$ cat config.mk
export PLATFORM = sky130hd
export DESIGN_NAME = esc_queue
export DESIGN_NICKNAME = d
export VERILOG_FILES = /design/src/esc_pkg.sv /design/src/esc_queue.sv
export SDC_FILE = /design/constraint.sdc
export NUM_CORES = 1
export LEC_CHECK = 0
export BUFFER_PORTS_ARGS = -buffer_cell sky130_fd_sc_hd__clkbuf_2
export CAP_MARGIN = 20
export CORE_MARGIN = 3
export CORE_UTILIZATION = 30
export CTS_BUF_LIST = sky130_fd_sc_hd__clkbuf_16
export DETAILED_ROUTE_END_ITERATION = 10
export PLACE_DENSITY = 0.49
export SKIP_LAST_GASP = 1
export SYNTH_ARGS = -nofsm -noshare
export SYNTH_HDL_FRONTEND = slang
export SYNTH_SLANG_ARGS = --single-unit
export TNS_END_PERCENT = 1
$ cat constraint.sdc
create_clock -name clk -period 5.5 [get_ports clk]
set_input_delay 0 -clock clk [delete_from_list [all_inputs] [get_ports clk]]
set_output_delay 0 -clock clk [all_outputs]
set_load 0.005 [all_outputs]
$ cat src/esc_pkg.sv
// ----------------------------------------------------------------------------
// esc_pkg: shared types and constants
// Coefficient layout, queue item, register codes and pipeline depths of the
// environmental sensor compensation block.
// ----------------------------------------------------------------------------
package esc_pkg;

  localparam int unsigned RAW_T_W = 20;
  localparam int unsigned RAW_P_W = 20;
  localparam int unsigned RAW_H_W = 16;
  localparam int unsigned TEMP_W  = 32;
  localparam int unsigned PRESS_W = 32;
  localparam int unsigned HUM_W   = 17;

  localparam int unsigned CFG_AW  = 6;
  localparam int unsigned CFG_DW  = 64;

  localparam int unsigned FIFO_DEPTH = 4;
  localparam int unsigned FIFO_AW    = $clog2(FIFO_DEPTH);

  localparam int unsigned DIV_STEPS = 64;
  localparam int unsigned P0_DLY    = 5;
  localparam int unsigned TEMP_DLY  = 79;
  localparam int unsigned HUM_DLY   = 71;
  localparam int unsigned VLD_DEPTH = 83;

  typedef enum logic [2:0] {
    REG_TEMP     = 3'd0,
    REG_PRESS_LO = 3'd1,
    REG_PRESS_HI = 3'd2,
    REG_MIXED    = 3'd3,
    REG_HUM      = 3'd4
  } reg_idx_t;

  typedef struct packed {
    logic [15:0] t1;
    logic [15:0] t2;
    logic [15:0] t3;
    logic [15:0] p1;
    logic [15:0] p2;
    logic [15:0] p3;
    logic [15:0] p4;
    logic [15:0] p5;
    logic [15:0] p6;
    logic [15:0] p7;
    logic [15:0] p8;
    logic [15:0] p9;
    logic [7:0]  h1;
    logic [15:0] h2;
    logic [7:0]  h3;
    logic [15:0] h4;
    logic [15:0] h5;
    logic [7:0]  h6;
  } esc_coef_t;

  typedef struct packed {
    logic [31:0]        ta;
    logic [31:0]        td;
    logic [RAW_P_W-1:0] raw_p;
    logic [RAW_H_W-1:0] raw_h;
  } esc_item_t;

  function automatic logic [31:0] asr32(logic [31:0] x, int unsigned n);
    return $signed(x) >>> n;
  endfunction

  function automatic logic [63:0] asr64(logic [63:0] x, int unsigned n);
    return $signed(x) >>> n;
  endfunction

endpackage

$ cat src/esc_queue.sv
// ----------------------------------------------------------------------------
// esc_queue: decoupling queue
// Small FIFO between the intake and the compensation pipeline.
// ----------------------------------------------------------------------------
module esc_queue (
  input  logic               clk,
  input  logic               rst_n,
  input  logic               push,
  input  esc_pkg::esc_item_t push_item,
  output logic               ready,
  output logic               valid,
  output esc_pkg::esc_item_t item,
  input  logic               pop
);
  import esc_pkg::*;

  esc_item_t          mem_r [FIFO_DEPTH];
  logic [FIFO_AW-1:0] wr_ptr_r, rd_ptr_r;
  logic [FIFO_AW:0]   cnt_r, cnt_nxt;
  logic               do_push, do_pop;

  assign valid   = cnt_r != '0;
  assign ready   = cnt_r != (FIFO_AW+1)'(FIFO_DEPTH);
  assign item    = mem_r[rd_ptr_r];
  assign do_push = push && ready;
  assign do_pop  = pop && valid;

  always_comb begin
    cnt_nxt = cnt_r;
    if (do_push && !do_pop) begin
      cnt_nxt = cnt_r + 1'b1;
    end else if (do_pop && !do_push) begin
      cnt_nxt = cnt_r - 1'b1;
    end
  end

  always_ff @(posedge clk) begin
    if (!rst_n) begin
      wr_ptr_r <= '0;
      rd_ptr_r <= '0;
      cnt_r    <= '0;
    end else begin
      cnt_r <= cnt_nxt;
      if (do_push) begin
        wr_ptr_r <= wr_ptr_r + 1'b1;
      end
      if (do_pop) begin
        rd_ptr_r <= rd_ptr_r + 1'b1;
      end
    end
  end

  always_ff @(posedge clk) begin
    if (do_push) begin
      mem_r[wr_ptr_r] <= push_item;
    end
  end

endmodule

==> results.sh <==
export IMPL_gpl_final_weighted_congestion=0.6815
export IMPL_synth_seq_cells=409
export IMPL_drtAntennaViolNets=0
export IMPL_min_to="mem_r[3][78]"
export IMPL_synthDistinctLibCells=24
export IMPL_syn_cell_area_sq_um=15010
export IMPL_crit_arrival_ns=2.87
export IMPL_r2r_end="mem_r[3][16]"
export IMPL_grt_pass1_wl_mm=49.05
export IMPL_avgSynthCellArea_sq_um=26.33
export IMPL_cts_root_buffer_cell="clkbuf_16"
export IMPL_antenna_found_initial=2
export IMPL_insertion_delay_ns=0.55
export IMPL_instances_no_fill=1610
export IMPL_drv_cap=0
export IMPL_required_ns=5.50
export IMPL_cp_end_kind="primary output"
export IMPL_nets=1022
export IMPL_reg2reg_from="cnt_r[0]"
export IMPL_initial_core_util_pct=30.53
export IMPL_layout_commonest_cell="edfxtp_1"
export IMPL_drt_iter0_markers=386
export IMPL_viasPerCell=4.397
export IMPL_hold_depth=2
export IMPL_powerDensity_nw_per_um2=449.3
export IMPL_synth_fp_nets=680
export IMPL_nFillCells=4448
export IMPL_seq_area_frac_synth_pct=81.23
export IMPL_hold_path_class="primary input to register"
export IMPL_drc=0
export IMPL_placed_cells=1426
export IMPL_yosysWarnings=0
export IMPL_htree_levels=2
export IMPL_hpwl_mm=18.56
export IMPL_grt_overflow=0
export IMPL_wirelength_mm=31.82
export IMPL_synth_top_area_share_pct=80.03
export IMPL_syn_to_final_growth_pct=27.75
export IMPL_finalCriticalPeriod_ns=2.868
export IMPL_cts_clk_slew_worst_paths_ns=0.06
export IMPL_outcome="complete, no violations"
export IMPL_ctsResizeCount=0
export IMPL_coreArea_sq_um=49150
export IMPL_min_from="push_item[78]"
export IMPL_cts_buffers=45
export IMPL_grt_pass1_vias=7835
export IMPL_rsz0062_at_grt="false"
export IMPL_rows=81
export IMPL_vias=7079
export IMPL_dr_pass1_iters=6
export IMPL_worstPathMaxFanout=58
export IMPL_pin_count=206
export IMPL_synth_cells=570
export IMPL_critPathLaunchType="register"
export IMPL_fp_dieW_um=229.7
export IMPL_yosys_top_cells_area="edfxtp_1 80%, mux4_2 15%, buf_12 1.3%"
export IMPL_die_h_um=229.7
export IMPL_critPathKind="register to primary output"
export IMPL_finalClockSkew_ns=0.01300
export IMPL_period_share_pct=52.15
export IMPL_wl_per_cell_um=19.77
export IMPL_clockBufferDepth=3
export IMPL_layout_common_cells="400 x edfxtp_1, 205 x clkbuf_2, 103 x dlygate4sd3_1"
export IMPL_rrSetupSlack_ns=2.89
export IMPL_setup_viol=0
export IMPL_p_leak_nw=6.454
export IMPL_grt_max_degree=69
export IMPL_peakVddDrop_mv=0.2471
export IMPL_setup_tns_ns=0
export IMPL_cts_sinks=409
export IMPL_register_area_sq_um=12200
export IMPL_grt_use_total_pct=12.27
export IMPL_hold_viol=0
export IMPL_yosys_area_top_type="edfxtp_1"
export IMPL_multiInputGateArea_sq_um=2546
export IMPL_slew_violations=0
export IMPL_max_slew_worst_pin_slew_ns=0.9739
export IMPL_die_area_sq_um=52750
export IMPL_max_slew_margin_rel_pct=35.07
export IMPL_cts_tree="done"
export IMPL_place_port_buffers=205
export IMPL_drive_gt1_share_pct=40.85
export IMPL_max_freq_mhz=348.7
export IMPL_ff2ff_path_depth=4
## registers in the layout, summed over array words and instances (netlist names), named ones only
register and cells:
cnt_r 3, wr_ptr_r 2, rd_ptr_r 2, mem_r 400
## what timing repair did
action	in CTS	in global routing
hold endpoints to repair	409	0
hold buffers	103	0
setup buffers	0	0
## per-stage QoR
stage          hold slack (ns)  power [W]  instance area, sq um  util [%]  worst slack, ns
2_1_floorplan          0.09887   0.005145                 15010         -            1.874
3_3_place_gp            0.2216   0.005793                 16700     33.98            2.851
3_5_place_dp            0.2253   0.005794                 16700     33.98            2.816
4_1_cts                 0.1517   0.008817                 19170     39.00            2.488
5_1_grt                 0.1860   0.009082                 19170     39.00            2.437
6_report                0.2060   0.008615                 19170     39.01            2.632
## power by group
group,total (W),switching [W],internal (W)
registers,0.00397,0.000181,0.00379
logic,0.00174,0.000821,0.000916
clock network,0.00291,0.00118,0.00173
total,0.00862,0.00219,0.00643
## cell families after synthesis
group / share of synthesized area [%]
AOI/OAI and AO/OA: 0.3001
xor gates and xnor gates: 0.2335
adders and majority gates: 0.5502
buffers and inverters: 1.867
DFF: 81.23
muxes: 15.21
and+or+nand+nor: 0.6086
## area by class of cell
class | count | share of cell area, %
Tap cell | 664 | 4.333
Clock inverter | 33 | 1.370
Inverter | 3 | 0.05873
Timing Repair Buffer | 318 | 11.19
Clock buffer | 47 | 6.134
Multi-Input combinational cell | 135 | 13.28
Antenna cell | 1 | 0.01305
Sequential cell | 409 | 63.63
## synthesized netlist by cell type
cell type / instances
buf_1: 1
buf_12: 10
buf_6: 1
xnor2_1: 3
clkbuf_1: 1
fa_1: 1
mux2i_1: 3
inv_1: 3
o31ai_2: 1
xor2_1: 1
a21boi_2: 1
o21ai_0: 1
dfxtp_1: 9
and2_1: 8
edfxtp_1: 400
a21boi_0: 1
nor2b_1: 1
o311ai_1: 1
nor2_1: 1
nand2_1: 5
buf_2: 10
ha_1: 5
or3_1: 2
mux4_2: 100
## critical path, stage by stage, from the launching register on
cell	delay, ns
dfxtp_4	0.97
buf_4	0.71
mux4_2	0.46
clkbuf_2	0.14
## layer usage
layer / track usage (%) / vias up / wire length (um)
met5: 0 / - / 13
met4: 3.137 / 2 / 522
met3: 3.494 / 49 / 1926
met2: 19.40 / 177 / 15140
met1: 16.79 / 3705 / 14220
li1: - / 3146 / -
## how the worst max path moves through the flow
stage                  start           end  cells after the start  slack [ns]
floorplan           cnt_r[0]   mem_r[0][0]                      3        1.87
CTS                 register      item[15]                      3        2.49
finish              register      item[15]                      3        2.63
global placement    cnt_r[0]  mem_r[3][82]                      4        2.85
global route        register      item[15]                      3        2.44
detailed placement  cnt_r[0]  mem_r[0][91]                      4        2.82
No activity file was read; power rests on OpenSTA's default activity.
