## config.mk

```make
export PLATFORM = sky130hd
export DESIGN_NAME = esc_front_flat
export DESIGN_NICKNAME = d
export VERILOG_FILES = /design/src/esc_pkg.sv /design/src/esc_if.sv /design/src/esc_front.sv /design/src/flat_wrapper.sv
export SDC_FILE = /design/constraint.sdc
export NUM_CORES = 1
export LEC_CHECK = 0
export BUFFER_PORTS_ARGS = -buffer_cell sky130_fd_sc_hd__buf_4
export CELL_PAD_IN_SITES_DETAIL_PLACEMENT = 1
export CELL_PAD_IN_SITES_GLOBAL_PLACEMENT = 1
export CORE_AREA = 2 2 166 168
export DETAILED_ROUTE_END_ITERATION = 10
export DIE_AREA = 0 0 168 170
export PLACE_DENSITY = 0.49
export SYNTH_ARGS = -nofsm -noshare
export SYNTH_HDL_FRONTEND = slang
export SYNTH_SLANG_ARGS = --single-unit
export TNS_END_PERCENT = 30
```

## constraint.sdc

```tcl
create_clock -name clk -period 2.9 [get_ports clk]
set_clock_uncertainty 0.2 [all_clocks]
set_input_delay 0.435 -clock clk [delete_from_list [all_inputs] [get_ports clk]]
set_output_delay 0.435 -clock clk [all_outputs]
set_load 0.02 [all_outputs]
```

## src/esc_pkg.sv

```systemverilog
// ----------------------------------------------------------------------------
// esc_pkg: shared types and constants
// Coefficient layout, queue item, register codes and pipeline depths of the
// environmental sensor compensation block.
// ----------------------------------------------------------------------------
package esc_pkg;

  localparam int unsigned RAW_T_W = 20;
  localparam int unsigned RAW_P_W = 20;
  localparam int unsigned RAW_H_W = 16;
  localparam int unsigned TEMP_W  = 32;
  localparam int unsigned PRESS_W = 32;
  localparam int unsigned HUM_W   = 17;

  localparam int unsigned CFG_AW  = 6;
  localparam int unsigned CFG_DW  = 64;

  localparam int unsigned FIFO_DEPTH = 4;
  localparam int unsigned FIFO_AW    = $clog2(FIFO_DEPTH);

  localparam int unsigned DIV_STEPS = 64;
  localparam int unsigned P0_DLY    = 5;
  localparam int unsigned TEMP_DLY  = 79;
  localparam int unsigned HUM_DLY   = 71;
  localparam int unsigned VLD_DEPTH = 83;

  typedef enum logic [2:0] {
    REG_TEMP     = 3'd0,
    REG_PRESS_LO = 3'd1,
    REG_PRESS_HI = 3'd2,
    REG_MIXED    = 3'd3,
    REG_HUM      = 3'd4
  } reg_idx_t;

  typedef struct packed {
    logic [15:0] t1;
    logic [15:0] t2;
    logic [15:0] t3;
    logic [15:0] p1;
    logic [15:0] p2;
    logic [15:0] p3;
    logic [15:0] p4;
    logic [15:0] p5;
    logic [15:0] p6;
    logic [15:0] p7;
    logic [15:0] p8;
    logic [15:0] p9;
    logic [7:0]  h1;
    logic [15:0] h2;
    logic [7:0]  h3;
    logic [15:0] h4;
    logic [15:0] h5;
    logic [7:0]  h6;
  } esc_coef_t;

  typedef struct packed {
    logic [31:0]        ta;
    logic [31:0]        td;
    logic [RAW_P_W-1:0] raw_p;
    logic [RAW_H_W-1:0] raw_h;
  } esc_item_t;

  function automatic logic [31:0] asr32(logic [31:0] x, int unsigned n);
    return $signed(x) >>> n;
  endfunction

  function automatic logic [63:0] asr64(logic [63:0] x, int unsigned n);
    return $signed(x) >>> n;
  endfunction

endpackage

```

## src/esc_if.sv

```systemverilog
// ----------------------------------------------------------------------------
// esc_if: sample and result channels
// Valid/ready channels carrying one raw sample triple or one result triple.
// ----------------------------------------------------------------------------
interface esc_in_if;
  import esc_pkg::*;
  logic               valid;
  logic               ready;
  logic [RAW_T_W-1:0] raw_temperature;
  logic [RAW_P_W-1:0] raw_pressure;
  logic [RAW_H_W-1:0] raw_humidity;

  modport source (output valid, raw_temperature, raw_pressure, raw_humidity, input ready);
  modport sink   (input valid, raw_temperature, raw_pressure, raw_humidity, output ready);
endinterface


```

## src/esc_front.sv

```systemverilog
// ----------------------------------------------------------------------------
// esc_front: sample intake
// Takes a raw sample beat, forms the temperature differences and hands the
// item to the queue.
// ----------------------------------------------------------------------------
module esc_front (
  input  logic                clk,
  input  logic                rst_n,
  input  esc_pkg::esc_coef_t  coef,
  esc_in_if.sink              in_ch,
  input  logic                q_ready,
  output logic                q_push,
  output esc_pkg::esc_item_t  q_item
);
  import esc_pkg::*;

  logic      valid_r, valid_nxt;
  esc_item_t item_r;
  logic      accept;

  assign in_ch.ready = !valid_r || q_ready;
  assign accept      = in_ch.valid && in_ch.ready;
  assign q_push      = valid_r && q_ready;
  assign q_item      = item_r;

  always_comb begin
    valid_nxt = valid_r && !q_ready;
    if (accept) begin
      valid_nxt = 1'b1;
    end
  end

  always_ff @(posedge clk) begin
    if (!rst_n) begin
      valid_r <= 1'b0;
    end else begin
      valid_r <= valid_nxt;
    end
  end

  always_ff @(posedge clk) begin
    if (accept) begin
      item_r.ta    <= {15'b0, in_ch.raw_temperature[19:3]} - {15'b0, coef.t1, 1'b0};
      item_r.td    <= {16'b0, in_ch.raw_temperature[19:4]} - {16'b0, coef.t1};
      item_r.raw_p <= in_ch.raw_pressure;
      item_r.raw_h <= in_ch.raw_humidity;
    end
  end

endmodule

```

## src/flat_wrapper.sv

```systemverilog
// flat-port wrapper written by rule: the top's interface ports become plain ports
module esc_front_flat import esc_pkg::*;
  (clk, rst_n, coef, q_ready, q_push, q_item, in_ch_valid, in_ch_raw_temperature, in_ch_raw_pressure, in_ch_raw_humidity, in_ch_ready);
  esc_in_if in_ch_i ();
  input  logic clk;
  input  logic rst_n;
  input  esc_pkg::esc_coef_t coef;
  input  logic q_ready;
  output logic q_push;
  output esc_pkg::esc_item_t q_item;
  input wire logic [$bits(in_ch_i.valid)-1:0] in_ch_valid;
  input wire logic [$bits(in_ch_i.raw_temperature)-1:0] in_ch_raw_temperature;
  input wire logic [$bits(in_ch_i.raw_pressure)-1:0] in_ch_raw_pressure;
  input wire logic [$bits(in_ch_i.raw_humidity)-1:0] in_ch_raw_humidity;
  output wire logic [$bits(in_ch_i.ready)-1:0] in_ch_ready;
  assign in_ch_i.valid = in_ch_valid;
  assign in_ch_i.raw_temperature = in_ch_raw_temperature;
  assign in_ch_i.raw_pressure = in_ch_raw_pressure;
  assign in_ch_i.raw_humidity = in_ch_raw_humidity;
  assign in_ch_ready = in_ch_i.ready;
  esc_front u_core (.clk(clk), .rst_n(rst_n), .coef(coef), .in_ch(in_ch_i), .q_ready(q_ready), .q_push(q_push), .q_item(q_item));
endmodule
```

==> results.md <==
STA:
- The post-route fraction of the period consumed by the critical path is between 80% and 90%.
- Based on the critical path, the design can be clocked at up to roughly 0.42 GHz.
- The shortest period the worst path allows is 2.39 ns.
- The max-slew violation count is 0.
- Headroom to the max-slew limit came out at 39.2%.
- The count of endpoints failing setup in the final report is 0.
- The minimum hold slack is roughly 0.096 ns.
- Setup repair after global routing left no endpoint under its margin.
- At the pin with the least slew margin, the transition time is 0.912 ns.
- The minimum setup slack in the final design is between 0.5 and 0.6 ns.
- The hold violation count in the final report came to 0.
- For the final routed database, the setup TNS stands at 0 ns.

Drt:
- For this run, design rule violations remaining after detail routing come to 0.
- The via count of the routed design is 2328.
- In the final routed layout, each cell accounts on average for ~20 um.
- After detailed routing, the wire length on met1 is just under 7 mm.
- The number of detailed-routing iterations run before antenna repair is 4.
- Using the TritonRoute via totals, the vias-per-cell ratio works out to 3.20.
- The uppermost metal layer occupied by signal nets is met5.
- The routed length on met3 is 2.36 mm.
- The routed wire length is 14.3 mm.
- The detailed router finished its first iteration with 92 violations.
- The count of nets left with antenna violations after detail routing is 0.
- The met2 wire length is between 4 and 5 mm.

Clock tree:
- The maximum clock insertion buffer count is 2.
- TritonCTS built the clock tree.
- The H-tree depth reported by CTS is 2.
- Clock tree synthesis inserted a total of 5 buffers.
- After clock tree synthesis, the flow added hold-fix buffers numbering 0.
- The root buffer cell chosen for the clock tree is clkbuf_16.
- The post-CTS repair timing setup buffer count is 0.
- After clock tree synthesis, the clock-pin slew on the worst setup and hold paths is 0.08 ns.
- The clock sink count is 55.
- The clock latency on the worst-skew pair is 0.31 ns.
- After clock tree synthesis, the repair step resized 0 gates.

Floorplan:
- The floorplan has 60 rows.
- The number of placed I/O pins is ~430.
- The area inside the core boundary is 26700 um^2.
- In this run the horizontal extent of the chip is 168 um.
- The vertical die dimension is 170 um.
- The die covers approximately 29000 um^2.
- Once the floorplan was initialized, standard cells occupied 11.1% of the core.

Final layout:
- The fraction of layout instances using a drive strength above 1 is 50.1%.
- The net count of the finished layout is 721.
- Relative to the synthesized area, the layout overhead comes to 52.8%.
- The final cell count without fillers is 727.
- The filler cells instantiated in the layout total 3086.

Pwr:
- Of the total power, registers draw 42.3%.
- The power density of the placed cells is around 520 nW/um^2.
- Net switching is 32.8% of the power.
- The combinational share of power is 29.6%.
- The maximum ir drop on the vdd rail is ~0.2 mV.
- The leakage power figure is 1.94 nW.
- The clock network fraction of total power is 28.1%.
- The switching component of the power is 0.775 mW.
- Cell internal power was estimated by the tool at 1.59 mW.

Global routing:
- In the global route stage, overall resource usage came out at a little under 10%.
- The global-route wire length before repair is 19.1 mm.
- The via count of the first global-routing pass is ~2500.
- The total global routing overflow is 0.
- Entering global routing, the biggest net connects 44 pins.
- The initial antenna violation count is 6.

Place:
- The final RePlAce weighted congestion is slightly below 0.8.
- The number of cells in the design after placement is approximately 710.
- The number of buffers added on ports is around 170.
- Detailed placement ended at an HPWL of 11.8 mm.
- The pre-CTS worst setup slack is 0.174 ns.

Setup path:
- The critical path goes through buf_4 -> inv_1 -> ha_1 -> fa_1 -> nor2b_4 -> o31a_4 -> o311ai_4 -> nor2_1 -> a211o_1.
- STA classifies the critical path endpoint as a flip-flop.
- For this design, the slowest cell found on the critical path is o311ai_4.
- The setup slack of the most critical reg-to-reg path is 1.21 ns.
- The number of cells on the worst reg-to-reg path is 3.
- The startpoint identified for the worst register-to-register timing path is u_core.valid_r.
- At the worst endpoint, the arrival time is 2.25 ns.
- At the worst endpoint, the required time is 2.76 ns.
- The worst setup path is of the in -> reg kind.
- The critical path ends at u_core.q_item[50].
- The largest incremental delay on the critical path is 0.34 ns.
- The launching element type of the critical path is an input port.
- The destination of the worst register-to-register timing path is u_core.q_item[10].
- In this run the worst path has a maximum fanout of 4.
- Tracing the worst setup path back leads to its startpoint at in_ch_raw_temperature[4].

Hold path:
- The depth of the worst hold-timing path is 1.
- The worst hold path belongs to the class in -> reg.

Run:
- The total of max-cap violations is 0.

Yosys:
- During synthesis, Yosys emitted a total of 0 warnings.
- The most common cell in the netlist is edfxtp_1.
- The distinct cell type count after synthesis is 41.
- In this run, synthesis inferred 54 flip-flops with an integrated enable.
- In this run the mean area of a mapped cell was 12.0 um^2.
- Summed over its instances, the top area cell type makes up 54.8% of the synthesized netlist area.
- Among all flip-flop cells after synthesis, the most frequent one is edfxtp_1.
- After synthesis, the share of flip-flops with an asynchronous set or reset is 0%.
- The sequential element share of the synthesized area is 55.4%.
- The post-synthesis instance area is between 2000 and 3000 um^2.
- Ranked by instance count, the synthesized netlist is headed by 54 x edfxtp_1, 46 x buf_4, 25 x inv_1.
- The number of nets in the synthesized netlist is 588.
- The number of instances in the synthesized netlist is between 200 and 250.
- By area the synthesized netlist is led by edfxtp_1 55%, buf_4 12%, ha_1 6.8%, inv_1 3.2%, a21oi_1 2.7%.
- Summed over all instances, the cell type with the most area after synthesis is edfxtp_1.
- The post-synthesis register bit count is 55.

Outcome:
- The run finished with clean final reports.
sequential cells by signal (all words and copies together), names as in the netlist:
name and flops:
u_core.valid_r 1, u_core.q_item 54
cell usage in the layout, fill, tap and decap left out, types with 4 or more instances in the layout:
master       n
nand2_1     11
nand3_1      5
buf_4      175
o21ai_0      8
edfxtp_1    54
xor2_1       6
clkbuf_16    5
ha_1        16
diode_2      5
inv_1       25
nor2_1      10
a21oi_1     16
a21boi_0     4
power by group through the flow:
stage	combinational, mW	sequential (mW)	clock, mW
2_1_floorplan	0.357	1.08	0
3_3_place_gp	0.701	1.02	0
3_5_place_dp	0.707	1.02	0
4_1_cts	0.712	1.00	0.709
5_1_grt	0.755	1.01	0.729
6_report	0.699	1.00	0.663
cell families after synthesis:
group	after synthesis	share of synthesized area, %
buffers and inverters	75	15.5
flip-flops	55	55.4
AO/OA/AOI/OAI	50	12.1
AND/OR/NAND/NOR	40	6.59
adder cells (fa/ha/maj)	17	7.44
XOR/XNOR	9	2.66
multiplexers	1	0.338
metal layers:
layer,vias to the layer above,GRT usage [%]
li1,1101,-
met1,1087,13.1
met2,124,11.6
met3,12,7.51
met4,4,2.38
met5,-,0
worst min path at each step:
stage | startpoint | to
finish | in_ch_raw_humidity[13] | u_core.q_item[13]
detailed placement | u_core.valid_r | u_core.valid_r
floorplan | in_ch_raw_humidity[0] | u_core.q_item[0]
global route | in_ch_raw_pressure[4] | u_core.q_item[20]
CTS | in_ch_raw_humidity[13] | u_core.q_item[13]
global placement | u_core.valid_r | u_core.valid_r
critical path, delay by kind of cell:
| family | cells | cell delay [ns] |
|---|---|---|
| fa+ha+maj | 2 | 0.49 |
| buf+inv | 2 | 0.15 |
| compound gates | 3 | 0.96 |
| simple gates | 2 | 0.21 |
through the flow:
| step | utilization (%) | total power, mW | cell area, um^2 |
|---|---|---|---|
| after global routing | 16.9 | 2.49 | 4510 |
| final | 17.0 | 2.36 | 4530 |
| after detailed placement | 16.4 | 1.72 | 4360 |
| after global placement | 16.4 | 1.72 | 4360 |
| after floorplan | - | 1.44 | 2960 |
| after CTS | 16.9 | 2.43 | 4510 |
layout make-up:
cell class / count / area [um^2] / share of cell area, %
inverters: 25 / 93.8 / 2.07
clock inverters: 3 / 28.8 / 0.636
multi-input cells: 117 / 863 / 19.1
diodes: 5 / 12.5 / 0.276
flip-flops and latches: 55 / 1640 / 36.3
repair buffers: 176 / 1330 / 29.5
well taps: 341 / 427 / 9.43
clock buffers: 5 / 125 / 2.76
Power figures use the tool's default switching activity.
